**config.mk**
```make
export PLATFORM = sky130hd
export DESIGN_NAME = binomial_term_coefficient_mod_prime
export DESIGN_NICKNAME = d
export VERILOG_FILES = /design/src/hw/rtl/btcmp_pkg.sv /design/src/hw/rtl/binomial_term_coefficient_mod_prime.sv /design/src/hw/rtl/btcmp_divider.sv /design/src/hw/rtl/btcmp_modmul.sv
export SDC_FILE = /design/constraint.sdc
export NUM_CORES = 2
export LEC_CHECK = 0
export ABC_AREA = 1
export BUFFER_PORTS_ARGS = -buffer_cell sky130_fd_sc_hd__clkbuf_2
export CAP_MARGIN = 15
export CORE_MARGIN = 5
export CORE_UTILIZATION = 55
export CTS_BUF_LIST = sky130_fd_sc_hd__clkbuf_4 sky130_fd_sc_hd__clkbuf_8
export DETAILED_ROUTE_END_ITERATION = 8
export PLACE_DENSITY_LB_ADDON = 0.08
export SYNTH_ARGS = -nofsm -noshare
export SYNTH_HDL_FRONTEND = slang
export SYNTH_SLANG_ARGS = --single-unit
```
**constraint.sdc**
```tcl
create_clock -name clk -period 23.4 [get_ports clk]
set_input_delay 0 -clock clk [delete_from_list [all_inputs] [get_ports clk]]
set_output_delay 0 -clock clk [all_outputs]
set_load 0.01 [all_outputs]
```
**src/hw/rtl/btcmp_pkg.sv**
```systemverilog
// Shared widths, constants, types and helpers of the binomial term coefficient block.
package btcmp_pkg;

  localparam int MOD_W     = 15;   // modulus and residue width
  localparam int COEF_W    = 20;   // raw coefficient width
  localparam int POW_W     = 10;   // power and exponent width
  localparam int LEN_W     = 4;    // bit length of the modulus
  localparam int MU_W      = 17;   // Barrett reciprocal, floor(2^(2L)/p)
  localparam int PROD_W    = 2 * MOD_W;
  localparam int DIV_W     = PROD_W + 1;  // wide enough for 2^(2L) with L = MOD_W
  localparam int DIV_CNT_W = $clog2(DIV_W);
  localparam int MAX_POWER = 1023;

  localparam logic [MOD_W-1:0] MODULUS_RESET = MOD_W'(10007);

  typedef enum logic [3:0] {
    ST_IDLE,
    ST_MU,
    ST_RED_A,
    ST_RED_B,
    ST_FACT,
    ST_CHECK,
    ST_POW,
    ST_POW_MUL,
    ST_POW_SQ,
    ST_ACC,
    ST_OUT
  } state_t;

  typedef struct packed {
    logic [MOD_W-1:0] modulus;
    logic [MU_W-1:0]  mu;
    logic [LEN_W-1:0] len;
  } mm_setup_t;

  typedef struct packed {
    logic             start;
    logic [MOD_W-1:0] op_x;
    logic [MOD_W-1:0] op_y;
  } mm_req_t;

  typedef struct packed {
    logic             done;
    logic [MOD_W-1:0] value;
  } mm_rsp_t;

  typedef struct packed {
    logic             start;
    logic [DIV_W-1:0] dividend;
  } div_req_t;

  typedef struct packed {
    logic             done;
    logic [DIV_W-1:0] quotient;
    logic [MOD_W-1:0] remainder;
  } div_rsp_t;

  // Position of the top set bit plus one; 0 for a zero value.
  function automatic logic [LEN_W-1:0] bit_len(input logic [MOD_W-1:0] v);
    logic [LEN_W-1:0] len;
    len = '0;
    for (int i = 0; i < MOD_W; i++) begin
      if (v[i]) len = LEN_W'(i + 1);
    end
    return len;
  endfunction

endpackage

```
**src/hw/rtl/binomial_term_coefficient_mod_prime.sv**
```systemverilog
// Top level: C(k,n) * a^n * b^m modulo a configurable prime, one shared multiplier.
//
// Each transaction takes coef_a, coef_b, total_power (k), x_power (n) and y_power (m) and
// returns C(k,n)*a^n*b^m mod modulus, the coefficient of one term of (ax+by)^k. Requests
// with n > k or k >= modulus go straight to the output state with invalid set and coefficient 0;
// a modulus of one gives 0. Otherwise a bit-serial divider first forms the Barrett
// reciprocal and reduces a and b, then the Barrett modular multiplier builds k! by a
// running product, raises n! and (k-n)! to modulus-2 for their inverses, forms a^n and
// b^m by square-and-multiply and folds each into the result. One transaction is worked
// on at a time and in_stall is high meanwhile; a finished result waits in the output
// register while the next transaction is accepted. If n! or (k-n)! is zero modulo the
// modulus (only for a composite modulus) invalid is set. The user must write the modulus
// register through cfg_write/cfg_data only while idle; the block itself does not enforce
// it. The modulus register resets to 10007.
module binomial_term_coefficient_mod_prime import btcmp_pkg::*; (
  input  logic              clk,
  input  logic              rst,
  // configuration
  input  logic              cfg_write,
  input  logic [MOD_W-1:0]  cfg_data,
  // request channel
  input  logic              in_valid,
  output logic              in_stall,
  input  logic [COEF_W-1:0] coef_a,
  input  logic [COEF_W-1:0] coef_b,
  input  logic [POW_W-1:0]  total_power,
  input  logic [POW_W-1:0]  x_power,
  input  logic [POW_W-1:0]  y_power,
  // result channel
  output logic              out_valid,
  input  logic              out_stall,
  output logic [MOD_W-1:0]  coefficient,
  output logic              invalid
);

  state_t state, state_next;

  // configuration
  logic [MOD_W-1:0]  modulus;
  logic [LEN_W-1:0]  mod_len;

  // captured transaction
  logic [COEF_W-1:0] a_in;
  logic [COEF_W-1:0] b_in;
  logic [POW_W-1:0]  k_r;
  logic [POW_W-1:0]  n_r;
  logic [POW_W-1:0]  m_r;
  logic [POW_W-1:0]  kn_r;

  // working registers
  logic [MU_W-1:0]   mu;
  logic [MOD_W-1:0]  a_res;
  logic [MOD_W-1:0]  b_res;
  logic [MOD_W-1:0]  fac;
  logic [MOD_W-1:0]  fac_n;
  logic [MOD_W-1:0]  fac_kn;
  logic [POW_W-1:0]  idx;
  logic [MOD_W-1:0]  acc;
  logic              res_inv;
  logic [MOD_W-1:0]  pw_res;
  logic [MOD_W-1:0]  pw_base;
  logic [MOD_W-1:0]  pw_exp;
  logic [1:0]        pow_sel;

  logic              req_bad;
  logic              out_load;

  div_req_t          div_req;
  div_rsp_t          div_rsp;
  mm_req_t           mm_req;
  mm_rsp_t           mm_rsp;
  mm_setup_t         mm_setup;

  assign in_stall = (state != ST_IDLE);

  // bottom above top, top not below modulus (covers a modulus of zero), top above bound
  assign req_bad = (x_power > total_power) ||
                   ({{(MOD_W-POW_W){1'b0}}, total_power} >= modulus) ||
                   (int'(total_power) > MAX_POWER);

  assign mm_setup = '{modulus: modulus, mu: mu, len: mod_len};

  btcmp_divider u_divider (
    .clk     (clk),
    .rst     (rst),
    .divisor (modulus),
    .req     (div_req),
    .rsp     (div_rsp)
  );

  btcmp_modmul u_modmul (
    .clk   (clk),
    .rst   (rst),
    .setup (mm_setup),
    .req   (mm_req),
    .rsp   (mm_rsp)
  );

  // modulus register; its bit length is kept alongside for the Barrett shifts
  always_ff @(posedge clk) begin
    if (rst) begin
      modulus <= MODULUS_RESET;
      mod_len <= bit_len(MODULUS_RESET);
    end else if (cfg_write) begin
      modulus <= cfg_data;
      mod_len <= bit_len(cfg_data);
    end
  end

  always_ff @(posedge clk) begin
    if (rst) begin
      state <= ST_IDLE;
    end else begin
      state <= state_next;
    end
  end

  // sequencer: next state and requests to the divider and multiplier
  always_comb begin
    state_next = state;
    div_req    = '{start: 1'b0, dividend: '0};
    mm_req     = '{start: 1'b0, op_x: '0, op_y: '0};
    out_load   = 1'b0;
    case (state)
      ST_IDLE: begin
        if (in_valid) begin
          if (req_bad || (modulus == MOD_W'(1))) begin
            state_next = ST_OUT;
          end else begin
            // mu = floor(2^(2L) / p)
            div_req.start    = 1'b1;
            div_req.dividend = DIV_W'(1) << {mod_len, 1'b0};
            state_next       = ST_MU;
          end
        end
      end
      ST_MU: begin
        if (div_rsp.done) begin
          div_req.start    = 1'b1;
          div_req.dividend = DIV_W'(a_in);
          state_next       = ST_RED_A;
        end
      end
      ST_RED_A: begin
        if (div_rsp.done) begin
          div_req.start    = 1'b1;
          div_req.dividend = DIV_W'(b_in);
          state_next       = ST_RED_B;
        end
      end
      ST_RED_B: begin
        if (div_rsp.done) begin
          if (k_r == '0) begin
            state_next = ST_CHECK;
          end else begin
            mm_req     = '{start: 1'b1, op_x: MOD_W'(1), op_y: MOD_W'(1)};
            state_next = ST_FACT;
          end
        end
      end
      ST_FACT: begin
        // running product: the next factor issues as soon as the last one lands
        if (mm_rsp.done) begin
          if (idx == k_r) begin
            state_next = ST_CHECK;
          end else begin
            mm_req = '{start: 1'b1, op_x: mm_rsp.value,
                       op_y: MOD_W'(idx) + MOD_W'(1)};
          end
        end
      end
      ST_CHECK: begin
        if ((fac_n == '0) || (fac_kn == '0)) begin
          state_next = ST_OUT;
        end else begin
          state_next = ST_POW;
        end
      end
      ST_POW: begin
        if (pw_exp == '0) begin
          mm_req     = '{start: 1'b1, op_x: acc, op_y: pw_res};
          state_next = ST_ACC;
        end else if (pw_exp[0]) begin
          mm_req     = '{start: 1'b1, op_x: pw_res, op_y: pw_base};
          state_next = ST_POW_MUL;
        end else begin
          mm_req     = '{start: 1'b1, op_x: pw_base, op_y: pw_base};
          state_next = ST_POW_SQ;
        end
      end
      ST_POW_MUL: begin
        if (mm_rsp.done) begin
          if (pw_exp[MOD_W-1:1] == '0) begin
            state_next = ST_POW;
          end else begin
            mm_req     = '{start: 1'b1, op_x: pw_base, op_y: pw_base};
            state_next = ST_POW_SQ;
          end
        end
      end
      ST_POW_SQ: begin
        if (mm_rsp.done) state_next = ST_POW;
      end
      ST_ACC: begin
        if (mm_rsp.done) begin
          if (pow_sel == 2'd3) begin
            state_next = ST_OUT;
          end else begin
            state_next = ST_POW;
          end
        end
      end
      ST_OUT: begin
        if (!out_valid || !out_stall) begin
          out_load   = 1'b1;
          state_next = ST_IDLE;
        end
      end
      default: begin
        state_next = ST_IDLE;
      end
    endcase
  end

  // datapath registers, loaded as the sequencer steps
  always_ff @(posedge clk) begin
    case (state)
      ST_IDLE: begin
        if (in_valid) begin
          a_in    <= coef_a;
          b_in    <= coef_b;
          k_r     <= total_power;
          n_r     <= x_power;
          m_r     <= y_power;
          kn_r    <= total_power - x_power;
          acc     <= '0;
          res_inv <= req_bad;
        end
      end
      ST_MU: begin
        if (div_rsp.done) mu <= div_rsp.quotient[MU_W-1:0];
      end
      ST_RED_A: begin
        if (div_rsp.done) a_res <= div_rsp.remainder;
      end
      ST_RED_B: begin
        if (div_rsp.done) begin
          b_res  <= div_rsp.remainder;
          fac    <= MOD_W'(1);
          fac_n  <= MOD_W'(1);   // n = 0
          fac_kn <= MOD_W'(1);   // n = k
          idx    <= POW_W'(1);
        end
      end
      ST_FACT: begin
        if (mm_rsp.done) begin
          fac <= mm_rsp.value;
          if (idx == n_r)  fac_n  <= mm_rsp.value;
          if (idx == kn_r) fac_kn <= mm_rsp.value;
          idx <= idx + POW_W'(1);
        end
      end
      ST_CHECK: begin
        pw_res  <= MOD_W'(1);
        pw_base <= fac_n;
        pw_exp  <= modulus - MOD_W'(2);
        pow_sel <= 2'd0;
        if ((fac_n == '0) || (fac_kn == '0)) begin
          acc     <= '0;
          res_inv <= 1'b1;
        end else begin
          acc <= fac;
        end
      end
      ST_POW: begin
        if ((pw_exp != '0) && !pw_exp[0]) pw_exp <= pw_exp >> 1;
      end
      ST_POW_MUL: begin
        if (mm_rsp.done) begin
          pw_res <= mm_rsp.value;
          pw_exp <= pw_exp >> 1;
        end
      end
      ST_POW_SQ: begin
        if (mm_rsp.done) pw_base <= mm_rsp.value;
      end
      ST_ACC: begin
        if (mm_rsp.done) begin
          acc     <= mm_rsp.value;
          pow_sel <= pow_sel + 2'd1;
          pw_res  <= MOD_W'(1);
          case (pow_sel)
            2'd0: begin
              pw_base <= fac_kn;
              pw_exp  <= modulus - MOD_W'(2);
            end
            2'd1: begin
              pw_base <= a_res;
              pw_exp  <= MOD_W'(n_r);
            end
            2'd2: begin
              pw_base <= b_res;
              pw_exp  <= MOD_W'(m_r);
            end
            default: begin
              pw_base <= pw_base;
            end
          endcase
        end
      end
      default: begin
        acc <= acc;
      end
    endcase
  end

  // output register: holds a finished result until the far side takes it
  always_ff @(posedge clk) begin
    if (rst) begin
      out_valid <= 1'b0;
    end else if (out_load) begin
      out_valid <= 1'b1;
    end else if (!out_stall) begin
      out_valid <= 1'b0;
    end
  end

  always_ff @(posedge clk) begin
    if (out_load) begin
      coefficient <= acc;
      invalid     <= res_inv;
    end
  end

endmodule

```
**src/hw/rtl/btcmp_divider.sv**
```systemverilog
// Bit-serial restoring divider: one quotient bit per cycle.
module btcmp_divider import btcmp_pkg::*; (
  input  logic             clk,
  input  logic             rst,
  input  logic [MOD_W-1:0] divisor,
  input  div_req_t         req,
  output div_rsp_t         rsp
);

  logic                 busy;
  logic                 done;
  logic [DIV_CNT_W-1:0] cnt;
  logic [DIV_W-1:0]     dvd;
  logic [DIV_W-1:0]     quo;
  logic [MOD_W-1:0]     rem;

  logic [MOD_W:0]       trial;
  logic                 fits;
  logic [MOD_W-1:0]     rem_next;

  assign trial    = {rem, dvd[DIV_W-1]};
  assign fits     = trial >= {1'b0, divisor};
  assign rem_next = fits ? MOD_W'(trial - {1'b0, divisor}) : trial[MOD_W-1:0];

  always_ff @(posedge clk) begin
    if (rst) begin
      busy <= 1'b0;
      done <= 1'b0;
      cnt  <= '0;
    end else begin
      done <= busy && (cnt == '0);
      if (req.start) begin
        busy <= 1'b1;
        cnt  <= DIV_CNT_W'(DIV_W - 1);
      end else if (busy) begin
        cnt <= cnt - DIV_CNT_W'(1);
        if (cnt == '0) busy <= 1'b0;
      end
    end
  end

  always_ff @(posedge clk) begin
    if (req.start) begin
      dvd <= req.dividend;
      rem <= '0;
      quo <= '0;
    end else if (busy) begin
      dvd <= {dvd[DIV_W-2:0], 1'b0};
      rem <= rem_next;
      quo <= {quo[DIV_W-2:0], fits};
    end
  end

  assign rsp = '{done: done, quotient: quo, remainder: rem};

endmodule

```
**src/hw/rtl/btcmp_modmul.sv**
```systemverilog
// Modular multiplier, Barrett reduction against a run-time modulus; prod, q2, qp and value are registered in turn.
module btcmp_modmul import btcmp_pkg::*; (
  input  logic      clk,
  input  logic      rst,
  input  mm_setup_t setup,
  input  mm_req_t   req,
  output mm_rsp_t   rsp
);

  logic [3:0]          stage;
  logic [PROD_W-1:0]   prod;
  logic [MU_W+15:0]    q2;
  logic [PROD_W-1:0]   qp;
  logic [MOD_W-1:0]    value;

  logic [PROD_W-1:0]   prod_full;
  logic [15:0]         q1;
  logic [MU_W+15:0]    q2_full;
  logic [16:0]         q3;
  logic [31:0]         qp_full;
  logic [PROD_W-1:0]   diff;
  logic [16:0]         rem_raw;
  logic [MOD_W:0]      two_p;
  logic [16:0]         rem_fix;
  logic [LEN_W:0]      shift_hi;

  assign prod_full = {{MOD_W{1'b0}}, req.op_x} * {{MOD_W{1'b0}}, req.op_y};

  // q1 = x >> (L-1), q3 = (q1 * mu) >> (L+1)
  assign q1       = 16'(prod >> (setup.len - LEN_W'(1)));
  assign q2_full  = {{MU_W{1'b0}}, q1} * {16'd0, setup.mu};
  assign shift_hi = {1'b0, setup.len} + (LEN_W+1)'(1);
  assign q3       = 17'(q2 >> shift_hi);
  assign qp_full  = {15'd0, q3} * {17'd0, setup.modulus};

  // remainder estimate is below 3p: at most two corrections
  assign diff    = prod - qp;
  assign rem_raw = diff[16:0];
  assign two_p   = {setup.modulus, 1'b0};

  always_comb begin
    if (rem_raw >= {1'b0, two_p}) begin
      rem_fix = rem_raw - {1'b0, two_p};
    end else if (rem_raw >= {2'b00, setup.modulus}) begin
      rem_fix = rem_raw - {2'b00, setup.modulus};
    end else begin
      rem_fix = rem_raw;
    end
  end

  always_ff @(posedge clk) begin
    if (rst) begin
      stage <= '0;
    end else begin
      stage <= {stage[2:0], req.start};
    end
  end

  always_ff @(posedge clk) begin
    if (req.start) prod  <= prod_full;
    if (stage[0])  q2    <= q2_full;
    if (stage[1])  qp    <= qp_full[PROD_W-1:0];
    if (stage[2])  value <= rem_fix[MOD_W-1:0];
  end

  assign rsp = '{done: stage[3], value: value};

endmodule

```
==> out/results.ini <==
[setup_path]
slowest_stage=ha_1
worst-path-buf-inv=6
start_kind=register
crit_start=mod_len[1]
slowest_delay_ps=1080
r2r_slack_ps=13390
worst_ep_required_time_ps=23860
rr_worst_depth=29
end_kind=register
cp.arrival_ps=10470
r2r-end=u_modmul.q2[24]
crit_family=adder cells
reg2reg_from=mod_len[1]
critical_path_class=register to register
cpMostUsedCell=nand2_1
cp_max_fo=35

[clock_tree]
cts_resized=0
clockRootBuffer=clkbuf_8
clk_pin_slew_ps=70
cts_setup_buffers=0
clock_sinks=453
insertion_delay_ps=720
clockBufferDepth=3
htreeDepth=3
numCtsBuffers=81
tritoncts=built

[timing]
worst_pin_slew_ps=1120
period_minus_slack_ps=10010
rsz0062_at_grt=false
slew_headroom_pct=25.2
fin_skew_ps=71.1
clock.fmax_ghz=0.0999
fin_crit_sh_pct=42.8
finalSetupViolations=0
finalHoldViolations=0
report.final.slew_viol_count=0
fin_tns_setup_ps=0

[grt]
grt_max_degree=81
grt_pass1_wl_um=204000
grt_usage_pct=29.8
overflow=0
antenna_found_initial=4
first_global_vias=37000

[drt]
vias=36500
first_iter_violations=3328
avgViaCountPerCell=5.57
wl_per_cell_um=19.6
wirelength_um=128000
drc=0
final_antenna_net_count=0
dr.pass1.iters=6

[floorplanning]
initial_core_util_pct=55.5
die_h_um=295
rows=104
dieWidth_um=295
die_area_um2=87200
io_pins=108
core_area_um2=80700

[finish]
fin_nets=6319
num-fill-cells=7094
syn2layout_area_growth_pct=10.9
final_layout_size_suffix_gt1_share_pct=7.19

[status]
outcome=finished clean

[placement]
port_buffers=107
gp_congestion=0.917
dp_hpwl_um=96900

[worst_hold_path]
hp-class=input pin to register
min_to=k_r[8]
hold_start=total_power[8]
whs_path_depth=2

[yosys]
synth_common_cells=1169 x nand2_1, 942 x inv_1, 474 x fa_1, 403 x nor2_1, 386 x edfxtp_1
ys_ff_latch=453
synth_top_area_cell=edfxtp_1
synth_warnings=0
synth_edf_count=386
synth_top_area_share_pct=25.9
synth_flop_cell=edfxtp_1
synthesis.nets=6099
async_flop_share_pct=0
yosysSeqAreaShare_pct=28.9
synthMostInstantiatedCell=nand2_1
ys_types=76
syn_avg_cell_area_um2=8.61
synthCells=5198
netlist_area_um2=44800
synth_area_leaders=edfxtp_1 26%, fa_1 21%, nand2_1 9.8%, ha_1 9.4%, inv_1 7.9%

[flow_run]
max_cap_viol_count=0

-- metrics by stage --
step           hold slack [ps]  area, µm²  cells  util, %  worst slack [ps]
2_1_floorplan             98.9      44800   5198        -             15890
3_3_place_gp               176      46100   6224     57.1             13690
3_5_place_dp               179      46100   6224     57.1             13630
4_1_cts                   34.9      49700   6543     61.6             13560
5_1_grt                   62.8      49700   6546     61.6             12710
6_report                   113      49700   6546     61.6             13390
-- layer usage --
metal	vias up	GRT usage (%)	part of all wire, %
met1	17700	40.3	42
met2	1432	49.6	47
li1	17000	-	-
met3	285	4.28	7.2
met5	-	0	0.010
met4	2	10.8	3.9
-- how the worst max path moves through the flow --
stage,to,slack (ps),cells past startpoint
global route,u_modmul.q2[21],12710,34
global placement,u_modmul.q2[21],13690,34
finish,u_modmul.q2[24],13390,29
floorplan,u_modmul.q2[24],15890,37
CTS,u_modmul.q2[21],13560,34
detailed placement,u_modmul.q2[21],13630,34
-- cell usage in the layout, fill, tap and decap left out, types with 29 or more instances in the layout --
cell / count
edfxtp_1: 386
o211ai_1: 39
nand3_1: 254
ha_1: 337
o21ai_0: 170
dfxtp_1: 66
dlygate4sd3_1: 171
o22ai_1: 29
nand2_1: 1169
nand4_1: 30
buf_4: 33
xnor2_1: 47
xor2_1: 104
clkbuf_8: 94
clkbuf_2: 107
a21oi_1: 236
inv_1: 942
fa_1: 474
nor3_1: 29
a22o_1: 29
nor2_1: 400
-- final cells by class --
| type | count | area, µm² | area share, % |
|---|---|---|---|
| Antenna cell | 3 | 7.51 | 0.0151 |
| Sequential cell | 453 | 12900 | 26.0 |
| Tap cell | 1060 | 1330 | 2.67 |
| Inverter | 981 | 3690 | 7.43 |
| Multi-Input combinational cell | 3590 | 27300 | 55.0 |
| Clock inverter | 34 | 447 | 0.899 |
| Timing Repair Buffer | 311 | 2490 | 5.02 |
| Clock buffer | 114 | 1440 | 2.91 |
-- worst reg2reg max path: cells and delay by family (launching register included) --
kind                       cells  cell delay, ps
AOI/OAI and AO/OA              7            1300
buffers and inverters          6            1640
adders and majority gates      8            4350
DFF                            1            1060
and+or+nand+nor                8            1440
-- state kept, by name (all words and copies together) (netlist names), 15 cells and up --
register,cells
pw_base,15
u_divider.dvd,31
pw_res,15
fac_kn,15
u_divider.rem,15
modulus,15
u_divider.quo,17
fac,15
u_modmul.qp,17
b_res,15
u_modmul.prod,30
fac_n,15
u_modmul.value,15
a_in,20
b_in,20
u_modmul.q2,32
coefficient,15
pw_exp,15
acc,15
mu,17
a_res,15
-- cell families (layout without fill, tap and decap cells) --
group,count (synthesis),count (layout),share of synthesized area [%]
and+or+nand+nor,1966,1966,18.1
adders and majority gates,811,811,30.6
buffers and inverters,1155,1440,10.2
DFF,453,453,28.9
xor gates and xnor gates,155,155,3.11
muxes,8,8,0.179
AOI/OAI and AO/OA,650,650,8.85
other,0,3,0
-- repair_timing --
item,CTS,global route
hold buffers,171,0
hold endpoints to repair,136,0
endpoints found under the setup margin,0,0
Power is left out: the tool's default activity adds up to more than one toggle a clock period on the data nets, which glitch-free logic cannot reach.
